**src/kcg_pkg.sv**
```systemverilog
// shared types and constants of the k-combination generator
// no dependencies; used by the result interface, the top level and the checker
package kcg_pkg;

    localparam int CFG_IDX_W  = 2;
    localparam int CFG_DATA_W = 7;
    localparam int SET_SIZE_W = 7;
    localparam int CHOOSE_W   = 5;

    typedef logic [CFG_IDX_W-1:0] t_cfg_idx;
    typedef logic [1:0]           t_status;

    localparam t_cfg_idx REG_SET_SIZE     = 2'd0;
    localparam t_cfg_idx REG_CHOOSE_COUNT = 2'd1;

    localparam t_status ST_OK        = 2'd0;
    localparam t_status ST_R_GT_N    = 2'd1;
    localparam t_status ST_EXHAUSTED = 2'd2;

endpackage

```
**src/kcg_if.sv**
```systemverilog
// valid/ready channels of the combination generator: request and result
// depends on kcg_pkg for the status type
interface kcg_req_if;
    logic valid;
    logic ready;
    logic restart;

    modport source (output valid, output restart, input ready);
    modport sink   (input valid, input restart, output ready);
endinterface

interface kcg_res_if
    import kcg_pkg::*;
#(
    parameter int EW = 7,
    parameter int PW = 4
);
    logic          valid;
    logic          ready;
    logic [EW-1:0] element;
    logic [PW-1:0] position;
    logic          last_in_row;
    logic          final_row;
    t_status       status;

    modport source (output valid, output element, output position, output last_in_row,
                    output final_row, output status, input ready);
    modport sink   (input valid, input element, input position, input last_in_row,
                    input final_row, input status, output ready);
endinterface

```
**src/kcg_ram.sv**
```systemverilog
// generic single-write, single-read RAM with registered read data
// no dependencies
module kcg_ram #(
    parameter int WIDTH = 8,
    parameter int DEPTH = 16
) (
    input  logic                                   i_clk,
    input  logic                                   i_we,
    input  logic [(DEPTH > 1 ? $clog2(DEPTH) : 1)-1:0] i_waddr,
    input  logic [WIDTH-1:0]                       i_wdata,
    input  logic                                   i_re,
    input  logic [(DEPTH > 1 ? $clog2(DEPTH) : 1)-1:0] i_raddr,
    output logic [WIDTH-1:0]                       o_rdata
);
    logic [WIDTH-1:0] r_mem [DEPTH];
    logic [WIDTH-1:0] r_rdata;

    always_ff @(posedge i_clk) begin
        if (i_we) begin
            r_mem[i_waddr] <= i_wdata;
        end
        if (i_re) begin
            r_rdata <= r_mem[i_raddr];
        end
    end

    assign o_rdata = r_rdata;
endmodule

```
**src/k_combination_generator.sv**
```systemverilog
// top level of the lexicographic k-combination generator
// depends on kcg_pkg, kcg_if (request and result channels) and kcg_ram
//
// Usage: write set_size (index 0) and choose_count (index 1) on the config port
// while idle; a write to either index restarts at the first subset. Each transfer
// on i_req (restart=1 goes back to the first subset first) produces one row
// on o_res: r results, in position order, one element per cycle while the
// receiver takes them, last_in_row on the last, final_row on every result of
// the last subset. When r exceeds n, or after the last subset until a restart,
// a request gives a single status result. After a request is accepted, the
// pivot scan reads the index RAM from position r-1 downward, one entry a cycle,
// until it finds an index below its maximum or reaches position 0, then emits
// r results at one per cycle while the receiver takes them, rewriting the
// indices from the pivot on through the same RAM port pair. i_req.ready is
// high only between requests.
// Reset restores n = 1, r = 1 and the first subset; index entries never
// written since a restart read as their position. A stalled receiver holds
// the output register and freezes the emission, nothing is lost.
module k_combination_generator
    import kcg_pkg::*;
#(
    parameter int MAX_SET    = 64,
    parameter int MAX_CHOOSE = 16
) (
    input  logic                  i_clk,
    input  logic                  i_rst_n,
    input  logic                  i_cfg_we,
    input  t_cfg_idx              i_cfg_idx,
    input  logic [CFG_DATA_W-1:0] i_cfg_data,
    kcg_req_if.sink               i_req,
    kcg_res_if.source             o_res
);
    localparam int IW = (MAX_SET > 2) ? $clog2(MAX_SET) : 1;
    localparam int NW = $clog2(MAX_SET + 1);
    localparam int EW = $clog2(MAX_SET + 1);
    localparam int AW = (MAX_CHOOSE > 1) ? $clog2(MAX_CHOOSE) : 1;
    localparam int RW = $clog2(MAX_CHOOSE + 1);

    localparam logic [1:0] S_IDLE = 2'd0;
    localparam logic [1:0] S_SCAN = 2'd1;
    localparam logic [1:0] S_EMIT = 2'd2;
    localparam logic [1:0] S_STAT = 2'd3;

    logic [1:0]            r_state, n_state;
    logic [SET_SIZE_W-1:0] r_set_size, n_set_size;
    logic [CHOOSE_W-1:0]   r_choose, n_choose;
    logic [MAX_CHOOSE-1:0] r_valid, n_valid;
    logic                  r_exh, n_exh;
    logic [AW-1:0]         r_pivot, n_pivot;
    logic                  r_fin, n_fin;
    logic [IW-1:0]         r_wval, n_wval;
    logic [AW-1:0]         r_rd_addr, n_rd_addr;
    logic                  r_rd_valid, n_rd_valid;
    t_status               r_stat, n_stat;
    logic                  r_out_valid, n_out_valid;
    logic [EW-1:0]         r_out_el, n_out_el;
    logic [AW-1:0]         r_out_pos, n_out_pos;
    logic                  r_out_last, n_out_last;
    logic                  r_out_fin, n_out_fin;
    t_status               r_out_st, n_out_st;

    logic [NW-1:0] set_eff;
    logic [RW-1:0] choose_eff;
    logic          choose_gt_set;
    logic [AW-1:0] last_pos;
    logic [NW-1:0] gap;
    logic [NW-1:0] limit;
    logic [IW-1:0] idx_q;
    logic [IW-1:0] ram_q;
    logic          ram_re, ram_we;
    logic [AW-1:0] ram_raddr, ram_waddr;
    logic [IW-1:0] ram_wdata;
    logic          accept;
    logic          slot_free;
    logic          row_last;

    // effective n and r with saturation, r of zero acts as one
    always_comb begin
        if (32'(r_set_size) > MAX_SET) begin
            set_eff = NW'(MAX_SET);
        end else begin
            set_eff = NW'(r_set_size);
        end
        if (32'(r_choose) > MAX_CHOOSE) begin
            choose_eff = RW'(MAX_CHOOSE);
        end else if (r_choose == '0) begin
            choose_eff = RW'(1);
        end else begin
            choose_eff = RW'(r_choose);
        end
    end

    assign choose_gt_set = 32'(choose_eff) > 32'(set_eff);
    assign last_pos      = AW'(choose_eff - RW'(1));
    assign gap           = set_eff - NW'(choose_eff);
    assign limit         = gap + NW'(r_rd_addr);
    // entries not written since the last restart hold their position
    assign idx_q         = r_rd_valid ? ram_q : IW'(r_rd_addr);
    assign accept        = i_req.valid && i_req.ready;
    assign slot_free     = !r_out_valid || o_res.ready;
    assign row_last      = r_rd_addr == last_pos;

    kcg_ram #(
        .WIDTH(IW),
        .DEPTH(MAX_CHOOSE)
    ) u_index_ram (
        .i_clk  (i_clk),
        .i_we   (ram_we),
        .i_waddr(ram_waddr),
        .i_wdata(ram_wdata),
        .i_re   (ram_re),
        .i_raddr(ram_raddr),
        .o_rdata(ram_q)
    );

    always_comb begin
        n_state     = r_state;
        n_set_size  = r_set_size;
        n_choose    = r_choose;
        n_valid     = r_valid;
        n_exh       = r_exh;
        n_pivot     = r_pivot;
        n_fin       = r_fin;
        n_wval      = r_wval;
        n_rd_addr   = r_rd_addr;
        n_rd_valid  = r_rd_valid;
        n_stat      = r_stat;
        n_out_valid = r_out_valid && !o_res.ready;
        n_out_el    = r_out_el;
        n_out_pos   = r_out_pos;
        n_out_last  = r_out_last;
        n_out_fin   = r_out_fin;
        n_out_st    = r_out_st;
        ram_re      = 1'b0;
        ram_raddr   = '0;
        ram_we      = 1'b0;
        ram_waddr   = r_rd_addr;
        ram_wdata   = r_wval;

        if (i_cfg_we) begin
            if (i_cfg_idx == REG_SET_SIZE) begin
                n_set_size = SET_SIZE_W'(i_cfg_data);
                n_valid    = '0;
                n_exh      = 1'b0;
            end else if (i_cfg_idx == REG_CHOOSE_COUNT) begin
                n_choose = CHOOSE_W'(i_cfg_data);
                n_valid  = '0;
                n_exh    = 1'b0;
            end
        end

        unique case (r_state)
            S_IDLE: begin
                if (accept) begin
                    if (i_req.restart) begin
                        n_valid = '0;
                        n_exh   = 1'b0;
                    end
                    if (choose_gt_set) begin
                        n_stat  = ST_R_GT_N;
                        n_state = S_STAT;
                    end else if (r_exh && !i_req.restart) begin
                        n_stat  = ST_EXHAUSTED;
                        n_state = S_STAT;
                    end else begin
                        // start the pivot scan at the rightmost position
                        ram_re     = 1'b1;
                        ram_raddr  = last_pos;
                        n_rd_addr  = last_pos;
                        n_rd_valid = !i_req.restart && r_valid[last_pos];
                        n_state    = S_SCAN;
                    end
                end
            end
            S_SCAN: begin
                if (NW'(idx_q) < limit) begin
                    n_pivot    = r_rd_addr;
                    n_fin      = 1'b0;
                    n_wval     = idx_q + IW'(1);
                    ram_re     = 1'b1;
                    ram_raddr  = '0;
                    n_rd_addr  = '0;
                    n_rd_valid = r_valid[0];
                    n_state    = S_EMIT;
                end else if (r_rd_addr == '0) begin
                    // every index at its maximum: this is the last subset
                    n_fin      = 1'b1;
                    n_exh      = 1'b1;
                    ram_re     = 1'b1;
                    ram_raddr  = '0;
                    n_rd_addr  = '0;
                    n_rd_valid = r_valid[0];
                    n_state    = S_EMIT;
                end else begin
                    ram_re     = 1'b1;
                    ram_raddr  = r_rd_addr - AW'(1);
                    n_rd_addr  = r_rd_addr - AW'(1);
                    n_rd_valid = r_valid[r_rd_addr - AW'(1)];
                end
            end
            S_EMIT: begin
                if (slot_free) begin
                    n_out_valid = 1'b1;
                    n_out_el    = EW'(idx_q) + EW'(1);
                    n_out_pos   = r_rd_addr;
                    n_out_last  = row_last;
                    n_out_fin   = r_fin;
                    n_out_st    = ST_OK;
                    // old value is out, rewrite pivot and everything after it
                    if (!r_fin && (r_rd_addr >= r_pivot)) begin
                        ram_we             = 1'b1;
                        n_valid[r_rd_addr] = 1'b1;
                        n_wval             = r_wval + IW'(1);
                    end
                    if (row_last) begin
                        n_state = S_IDLE;
                    end else begin
                        ram_re     = 1'b1;
                        ram_raddr  = r_rd_addr + AW'(1);
                        n_rd_addr  = r_rd_addr + AW'(1);
                        n_rd_valid = r_valid[r_rd_addr + AW'(1)];
                    end
                end
            end
            S_STAT: begin
                if (slot_free) begin
                    n_out_valid = 1'b1;
                    n_out_el    = '0;
                    n_out_pos   = '0;
                    n_out_last  = 1'b1;
                    n_out_fin   = 1'b0;
                    n_out_st    = r_stat;
                    n_state     = S_IDLE;
                end
            end
            default: begin
                n_state = S_IDLE;
            end
        endcase
    end

    always_ff @(posedge i_clk) begin
        if (!i_rst_n) begin
            r_state     <= S_IDLE;
            r_set_size  <= SET_SIZE_W'(1);
            r_choose    <= CHOOSE_W'(1);
            r_valid     <= '0;
            r_exh       <= 1'b0;
            r_out_valid <= 1'b0;
        end else begin
            r_state     <= n_state;
            r_set_size  <= n_set_size;
            r_choose    <= n_choose;
            r_valid     <= n_valid;
            r_exh       <= n_exh;
            r_out_valid <= n_out_valid;
        end
    end

    always_ff @(posedge i_clk) begin
        r_pivot    <= n_pivot;
        r_fin      <= n_fin;
        r_wval     <= n_wval;
        r_rd_addr  <= n_rd_addr;
        r_rd_valid <= n_rd_valid;
        r_stat     <= n_stat;
        r_out_el   <= n_out_el;
        r_out_pos  <= n_out_pos;
        r_out_last <= n_out_last;
        r_out_fin  <= n_out_fin;
        r_out_st   <= n_out_st;
    end

    assign i_req.ready       = r_state == S_IDLE;
    assign o_res.valid       = r_out_valid;
    assign o_res.element     = r_out_el;
    assign o_res.position    = r_out_pos;
    assign o_res.last_in_row = r_out_last;
    assign o_res.final_row   = r_out_fin;
    assign o_res.status      = r_out_st;
endmodule

```
**src/flat_wrapper.sv**
```systemverilog
// flat-port wrapper written by rule: the top's interface ports become plain ports
module k_combination_generator_flat import kcg_pkg::*;
#(
    parameter int MAX_SET    = 64,
    parameter int MAX_CHOOSE = 16
)
  (i_clk, i_rst_n, i_cfg_we, i_cfg_idx, i_cfg_data, i_req_valid, i_req_restart, i_req_ready, o_res_valid, o_res_element, o_res_position, o_res_last_in_row, o_res_final_row, o_res_status, o_res_ready);
  kcg_req_if i_req_i ();
  kcg_res_if o_res_i ();
  input  logic i_clk;
  input  logic i_rst_n;
  input  logic i_cfg_we;
  input  t_cfg_idx i_cfg_idx;
  input  logic [CFG_DATA_W-1:0] i_cfg_data;
  input wire logic [$bits(i_req_i.valid)-1:0] i_req_valid;
  input wire logic [$bits(i_req_i.restart)-1:0] i_req_restart;
  output wire logic [$bits(i_req_i.ready)-1:0] i_req_ready;
  output wire logic [$bits(o_res_i.valid)-1:0] o_res_valid;
  output wire logic [$bits(o_res_i.element)-1:0] o_res_element;
  output wire logic [$bits(o_res_i.position)-1:0] o_res_position;
  output wire logic [$bits(o_res_i.last_in_row)-1:0] o_res_last_in_row;
  output wire logic [$bits(o_res_i.final_row)-1:0] o_res_final_row;
  output wire logic [$bits(o_res_i.status)-1:0] o_res_status;
  input wire logic [$bits(o_res_i.ready)-1:0] o_res_ready;
  assign i_req_i.valid = i_req_valid;
  assign i_req_i.restart = i_req_restart;
  assign i_req_ready = i_req_i.ready;
  assign o_res_valid = o_res_i.valid;
  assign o_res_element = o_res_i.element;
  assign o_res_position = o_res_i.position;
  assign o_res_last_in_row = o_res_i.last_in_row;
  assign o_res_final_row = o_res_i.final_row;
  assign o_res_status = o_res_i.status;
  assign o_res_i.ready = o_res_ready;
  k_combination_generator #(.MAX_SET(MAX_SET), .MAX_CHOOSE(MAX_CHOOSE)) u_core (.i_clk(i_clk), .i_rst_n(i_rst_n), .i_cfg_we(i_cfg_we), .i_cfg_idx(i_cfg_idx), .i_cfg_data(i_cfg_data), .i_req(i_req_i), .o_res(o_res_i));
endmodule
```
**config.mk**
```make
export PLATFORM = sky130hd
export DESIGN_NAME = k_combination_generator_flat
export DESIGN_NICKNAME = d
export VERILOG_FILES = /design/src/kcg_pkg.sv /design/src/kcg_if.sv /design/src/kcg_ram.sv /design/src/k_combination_generator.sv /design/src/flat_wrapper.sv
export SDC_FILE = /design/constraint.sdc
export NUM_CORES = 1
export LEC_CHECK = 0
export BUFFER_PORTS_ARGS = -buffer_cell sky130_fd_sc_hd__buf_2
export CAP_MARGIN = 20
export CORE_ASPECT_RATIO = 0.7
export CORE_MARGIN = 5
export CORE_UTILIZATION = 25
export CTS_CLUSTER_DIAMETER = 150
export CTS_CLUSTER_SIZE = 12
export DETAILED_ROUTE_END_ITERATION = 16
export HOLD_SLACK_MARGIN = 0.02
export SETUP_SLACK_MARGIN = 0.4
export SYNTH_ARGS = -nofsm -noshare
export SYNTH_HDL_FRONTEND = slang
export SYNTH_SLANG_ARGS = --single-unit
```
**constraint.sdc**
```tcl
create_clock -name i_clk -period 5.42 [get_ports i_clk]
set_clock_uncertainty 0.05 [all_clocks]
set_input_delay 1.084 -clock i_clk [delete_from_list [all_inputs] [get_ports i_clk]]
set_output_delay 1.084 -clock i_clk [all_outputs]
set_load 0.01 [all_outputs]
```
# After elaboration in Yosys (flattened, before gate mapping)
# Memories as Yosys holds them, arrays and structs flattened. A register that Yosys moved wholly into a read port is not among the register bits.
# Index checks and enable logic that the tools add are counted.
[totals]
regBits = 65
latchBits = 0
mem_bits_rw = 96
romBits = 0
in_bits = 15
elab_cells = 175
memories = 1
[mem_list]
columns = ["memory", "depth", "word_bits", "rd", "rd_clocked_by_memory_dff", "wr", "line", "rtl"]
rows = [
  ["u_core.u_index_ram.r_mem", 16, 6, 1, 1, 1, "kcg_ram.sv:15", "logic [WIDTH-1:0] r_mem [DEPTH];"],
]
[classes]
n_addsub = 8
n_mul = 0
div = 0
n_lt_le_gt_ge = 10
n_eq_ne = 15
shifts = 0
n_mux = 92
bitwise_logic = 2
n_reduce_logical = 30
[ops]
columns = ["cell", "n"]
rows = [
  ["$mux 16", 7],
  ["$mux 4", 14],
  ["$mux 1", 35],
  ["$pmux 16 s2", 1],
  ["$mux 6", 4],
  ["$pmux 4 s3", 2],
  ["$mux 7", 3],
  ["$lt 4x5->1 const B", 4],
  ["$mux 2", 10],
  ["$or 16x16->16", 1],
  ["$pmux 7 s2", 1],
  ["$add 6x1->6 const B", 2],
  ["$bmux 1 s4", 3],
  ["$pmux 6 s2", 1],
  ["$mux 5", 2],
  ["$ne 2x1->1 const B", 5],
  ["$reduce_and 3->1", 3],
  ["$ne 2x2->1 const B", 4],
  ["$pmux 2 s4", 1],
  ["$pmux 4 s2", 1],
  ["$reduce_bool 2->1", 4],
  ["$sub 4x1->4 const B", 2],
  ["$add 6x1->7 const B", 1],
  ["$add 7x4->7", 1],
  ["other kinds (29)", 45],
]

# Depth between registers and ports, before layout
[logic_depth]
ltp_word = 11
ltp_mapped = 23

# By module
# Synthesis repeated with hierarchy kept, for this count alone.
[hier_totals]
hier_cells = 645
hier_area_um2 = 8491.9
[by_module_without_submodules]
columns = ["module", "n_inst", "cells_each", "area_per_inst_um2", "seq_area_each_um2"]
rows = [
  ["k_combination_generator", 1, 467, 4536.9, 1631.6],
  ["kcg_ram", 1, 178, 3955.0, 3062.9],
]

# Worst setup path before layout
# OpenSTA, ideal clock, no wires.
[synth_timing]
path_type = "register to register"
start = "reg u_core.r_choose[1]"
end = "reg u_core.u_index_ram.r_rdata[0] (netlist: u_core.u_index_ram.o_rdata[0]) (read register of u_core.u_index_ram.r_mem) (data pin)"
arrival_time_ns = 4.090
setup_slack_ns = 1.003
path_stages_with_launch = 22
synth_period_minus_slack_ns = 4.417
path_cell_list = "dfxtp_1 nor3_1 nor2_1 nor2_1 ha_1 inv_1 ha_1 fa_1 a21o_1 a21oi_1 xor2_1 ha_1 and3_1 o221ai_2 a21oi_1 nand2_1 a211o_4 buf_2 a31oi_1 a32oi_1 a32oi_1 o221ai_1"
[synth_between]
elab_chain_len = 8
[synth_lines]
columns = ["element", "line", "rtl"]
rows = [
  ["start: declaration", "k_combination_generator.sv:46", "logic [CHOOSE_W-1:0] r_choose, n_choose;"],
  ["start signal: assignment", "k_combination_generator.sv:253", "r_choose <= n_choose;"],
  ["branches (longest 2 deep; another with $gt 5x5->1)", "--", ""],
  ["$mux 5 (*)", "k_combination_generator.sv:84", "if (32'(r_choose) > MAX_CHOOSE) begin"],
  ["$sub 7x5->7 or $sub 4x1->4 (tied branches)", "k_combination_generator.sv:95, k_combination_generator.sv:94", ""],
  ["$add 7x4->7, or another cell as far along", "k_combination_generator.sv:96", "assign limit = gap + NW'(r_rd_addr);"],
  ["$lt 6x7->1, or another cell as far along", "k_combination_generator.sv:176", "if (NW'(idx_q) < limit) begin"],
  ["$mux 4, or another cell as far along", "k_combination_generator.sv:176", ""],
  ["$pmux 4 s3 or $pmux 1 s3 (tied branches)", "k_combination_generator.sv:152", "unique case (r_state)"],
  ["end: declaration", "kcg_ram.sv:16", "logic [WIDTH-1:0] r_rdata;"],
]
# Mark *: on every way between the ends.
# A chain may end at the register's enable or synchronous reset.

# Worst setup path after layout
[layout_timing]
start = "reg u_core.r_rd_addr[1]"
end = "reg u_core.u_index_ram.r_rdata[4] (netlist: u_core.u_index_ram.o_rdata[4]) (read register of u_core.u_index_ram.r_mem) (data pin)"
[layout_between]
elab_chain_len = 4
[layout_lines]
columns = ["element", "line", "rtl"]
rows = [
  ["start: declaration", "k_combination_generator.sv:52", "logic [AW-1:0] r_rd_addr, n_rd_addr;"],
  ["start signal: assignment", "k_combination_generator.sv:264", "r_rd_addr <= n_rd_addr;"],
  ["$add 7x4->7, or another cell as far along", "k_combination_generator.sv:96", ""],
  ["$lt 6x7->1, or another cell as far along", "k_combination_generator.sv:176", ""],
  ["$mux 4, or another cell as far along", "k_combination_generator.sv:176", ""],
  ["$pmux 4 s3 or $pmux 1 s3 (tied branches)", "k_combination_generator.sv:152", ""],
]
# Several ways; a longest one is shown, not always the timed one.

==> qor.yml <==
drt:
  drc_errors: 0
  vias: 5978
  wl_per_cell_um: 18.8
  met3_length_um: 1730
  first_pass_iters: 5
  wl_met2_um: 9120
  drt_wl_total_um: 22800
  via_per_inst: 4.94
  drt_iter0_drc: 735
  drtAntennaViolNets: 0
  top_layer_used: "met4"
  drt-met1-wl_um: 11600
placed_design:
  gp_congestion: 0.860
  hpwl_um: 16200
  post-place-cells: 1171
  pre_cts_ws_ps: 480
  portBuffers: 31
worst_setup_path:
  arrival_ps: 4830
  path_max_fanout: 14
  worstPathRequired_ps: 5540
  r2r-start: "u_core.r_rd_addr[1]"
  setup.worst_path.start_class: "flop"
  reg2regPathDepth: 20
  worst-setup-path-type: "flop to flop"
  reg2reg_slack_ps: 710
  r2r-end: "u_core.u_index_ram.o_rdata[4]"
  end_kind: "flop"
synthesis:
  yosysSeqAreaShare_pct: 55.8
  postSynthCellCount: 725
  synthesis.area_sq_um: 8410
  synthTopCellsByArea: "edfxtp_1, dfxtp_1, ha_1"
  synth_top_cell_area_share_pct: 48.2
  synthesis.yosys.warnings: 0
  yosys.area.top_type: "edfxtp_1"
  syn_avg_cell_area_sq_um: 11.6
  synth_nets: 780
  synth_cell_types: 66
  synth-edff-count: 135
  ys_seq_elements: 167
  synthArstFlopShare_pct: 0
  ys.flop_type: "edfxtp_1"
sta:
  setup_violations: 0
  worst-slew-pin-transition_ps: 1080
  clock.fmax_mhz: 212
  fin_ws_ps: 713
  maxSlewHeadroom_pct: 27.5
  tns_ps: 0
  grt_setup_unrepaired: "no"
  period_share_pct: 86.8
  min_period_ps: 4710
  hold_violations: 0
  drv_slew: 0
floorplan:
  die_y_um: 163
  dieArea_sq_um: 37500
  rows: 56
  die_x_um: 229
  design.core.area_sq_um: 33400
  start_util_pct: 25.2
  io_pins: 32
global_route:
  grt_max_degree: 33
  grt_pass1_vias: 5379
  grtUsageTotal_pct: 11.9
  grt-ovfl-total: 0
  antenna_found_initial: 0
  grt_first_pass_wirelength_um: 34300
flow_run:
  cap_violations: 0
pwr:
  power_density_nw_per_um2: 525
  p_leak_nw: 3.49
  ir_worst_vdd_v: 0.000216
final_layout:
  final_nets: 818
  num_antenna_cells: 0
  fin_cells: 1211
  nFillCells: 3395
  mostFrequentLayoutCell: "edfxtp_1"
  area_growth_pct: 16.1
  regArea_sq_um: 4690
  mostFrequentLayoutCells: "edfxtp_1, nand2_1, a21oi_1"
  multi_input_area_sq_um: 3460
  utilization_pct: 29.3
  layout-drive-gt1-share_pct: 16.4
worst_hold_path:
  min_from: "u_core.r_exh"
  hold_end: "u_core.r_exh"
  whs_path_depth: 2
  hold_class: "flop to flop"
clocking:
  clockBufferDepth: 2
  clock_latency_ps: 430
  clock_sinks: 167
  clk_pin_slew_ps: 70
  numCtsBuffers: 17
  cts_max_level: 4
  cts_tree: "done"
  cts-root-buf: "clkbuf_16"
run_status:
  outcome: "complete, no violations"
cells in the mapped netlist, types with 11 or more instances:
library cell    n
edfxtp_1      135
nand2_1        69
clkbuf_1       21
a21oi_1        54
nor2_1         44
ha_1           36
dfxtp_1        32
xnor2_1        11
nor2b_1        28
o21ai_0        39
nand3_1        32
inv_1          36
mux2i_1        13
buf_2          14
cell type report:
| type | count | area share (%) |
|---|---|---|
| sequential | 167 | 48.1 |
| multi-input combinational | 484 | 35.5 |
| tap | 435 | 5.57 |
| clock buffer | 17 | 4.36 |
| timing repair buffer | 57 | 3.66 |
| clock inverter | 15 | 1.50 |
| inverter | 36 | 1.38 |
how the worst max path moves through the flow:
stage | start | endpoint | slack (ps) | depth (start not counted)
finish | u_core.r_rd_addr[1] | u_core.u_index_ram.o_rdata[4] | 710 | 20
global route | u_core.r_choose[4] | u_core.u_index_ram.o_rdata[4] | 400 | 22
CTS | u_core.r_rd_addr[1] | u_core.u_index_ram.o_rdata[2] | 430 | 19
detailed placement | u_core.r_rd_addr[1] | u_core.u_index_ram.o_rdata[2] | 480 | 19
global placement | u_core.r_rd_addr[1] | u_core.u_index_ram.o_rdata[0] | 510 | 19
floorplan | u_core.r_choose[1] | u_core.u_index_ram.o_rdata[0] | 1000 | 21
flip-flops by register name, summed over array words and instances, names as in the netlist, 5 cells and up:
register and cells:
u_core.r_valid 16, u_core.o_res.element 7, u_core.u_index_ram.o_rdata 6, u_core.r_wval 6, u_core.u_index_ram.r_mem 96, u_core.r_set_size 7
u_core.r_choose 5
per-layer routing:
metal / vias up / track usage (%)
met5: - / 0
met4: 0 / 3.28
li1: 2766 / -
met1: 2947 / 19.2
met3: 24 / 2.40
met2: 241 / 15.8
cell families after synthesis:
logic type,after synthesis,synth area share (%)
AOI/OAI and AO/OA,175,14.2
xor gates and xnor gates,19,2.14
muxes,28,4.94
DFF,167,55.8
adders and majority gates,40,6.31
and+or+nand+nor,220,12.8
buffers and inverters,76,3.79
critical path, stage by stage (launching register included):
cell and delay, ps:
edfxtp_1 420, inv_1 150, fa_1 550, inv_1 70, ha_1 300, a21o_1 190
a21oi_2 170, o21bai_1 80, a21oi_1 180, xor2_1 100, ha_1 290, and3_1 170
o221ai_2 120, a21oi_2 200, nand2_2 170, a211oi_4 360, nor2_2 70, buf_4 230
mux2_1 320, o211ai_1 170, nand4_1 100
through the flow:
stage / power (mW) / hold WS [ps] / cell area, sq um
5_1_grt: 5.43 / 470 / 9770
2_1_floorplan: 3.24 / 408 / 8410
6_report: 5.13 / 447 / 9770
3_5_place_dp: 3.87 / 441 / 9090
4_1_cts: 5.05 / 451 / 9660
3_3_place_gp: 3.83 / 436 / 9070
where the power goes:
group	switching [mW]	internal, mW
clock network	0.567	0.613
logic	1.24	0.752
registers	0.209	1.74
timing repair:
action                                  CTS  global route
endpoints found under the setup margin    0             6
hold buffers                              0             0
gates resized for setup                   0             9
setup buffers                             0             6
Note: power is estimated with default switching activity, not from simulation.
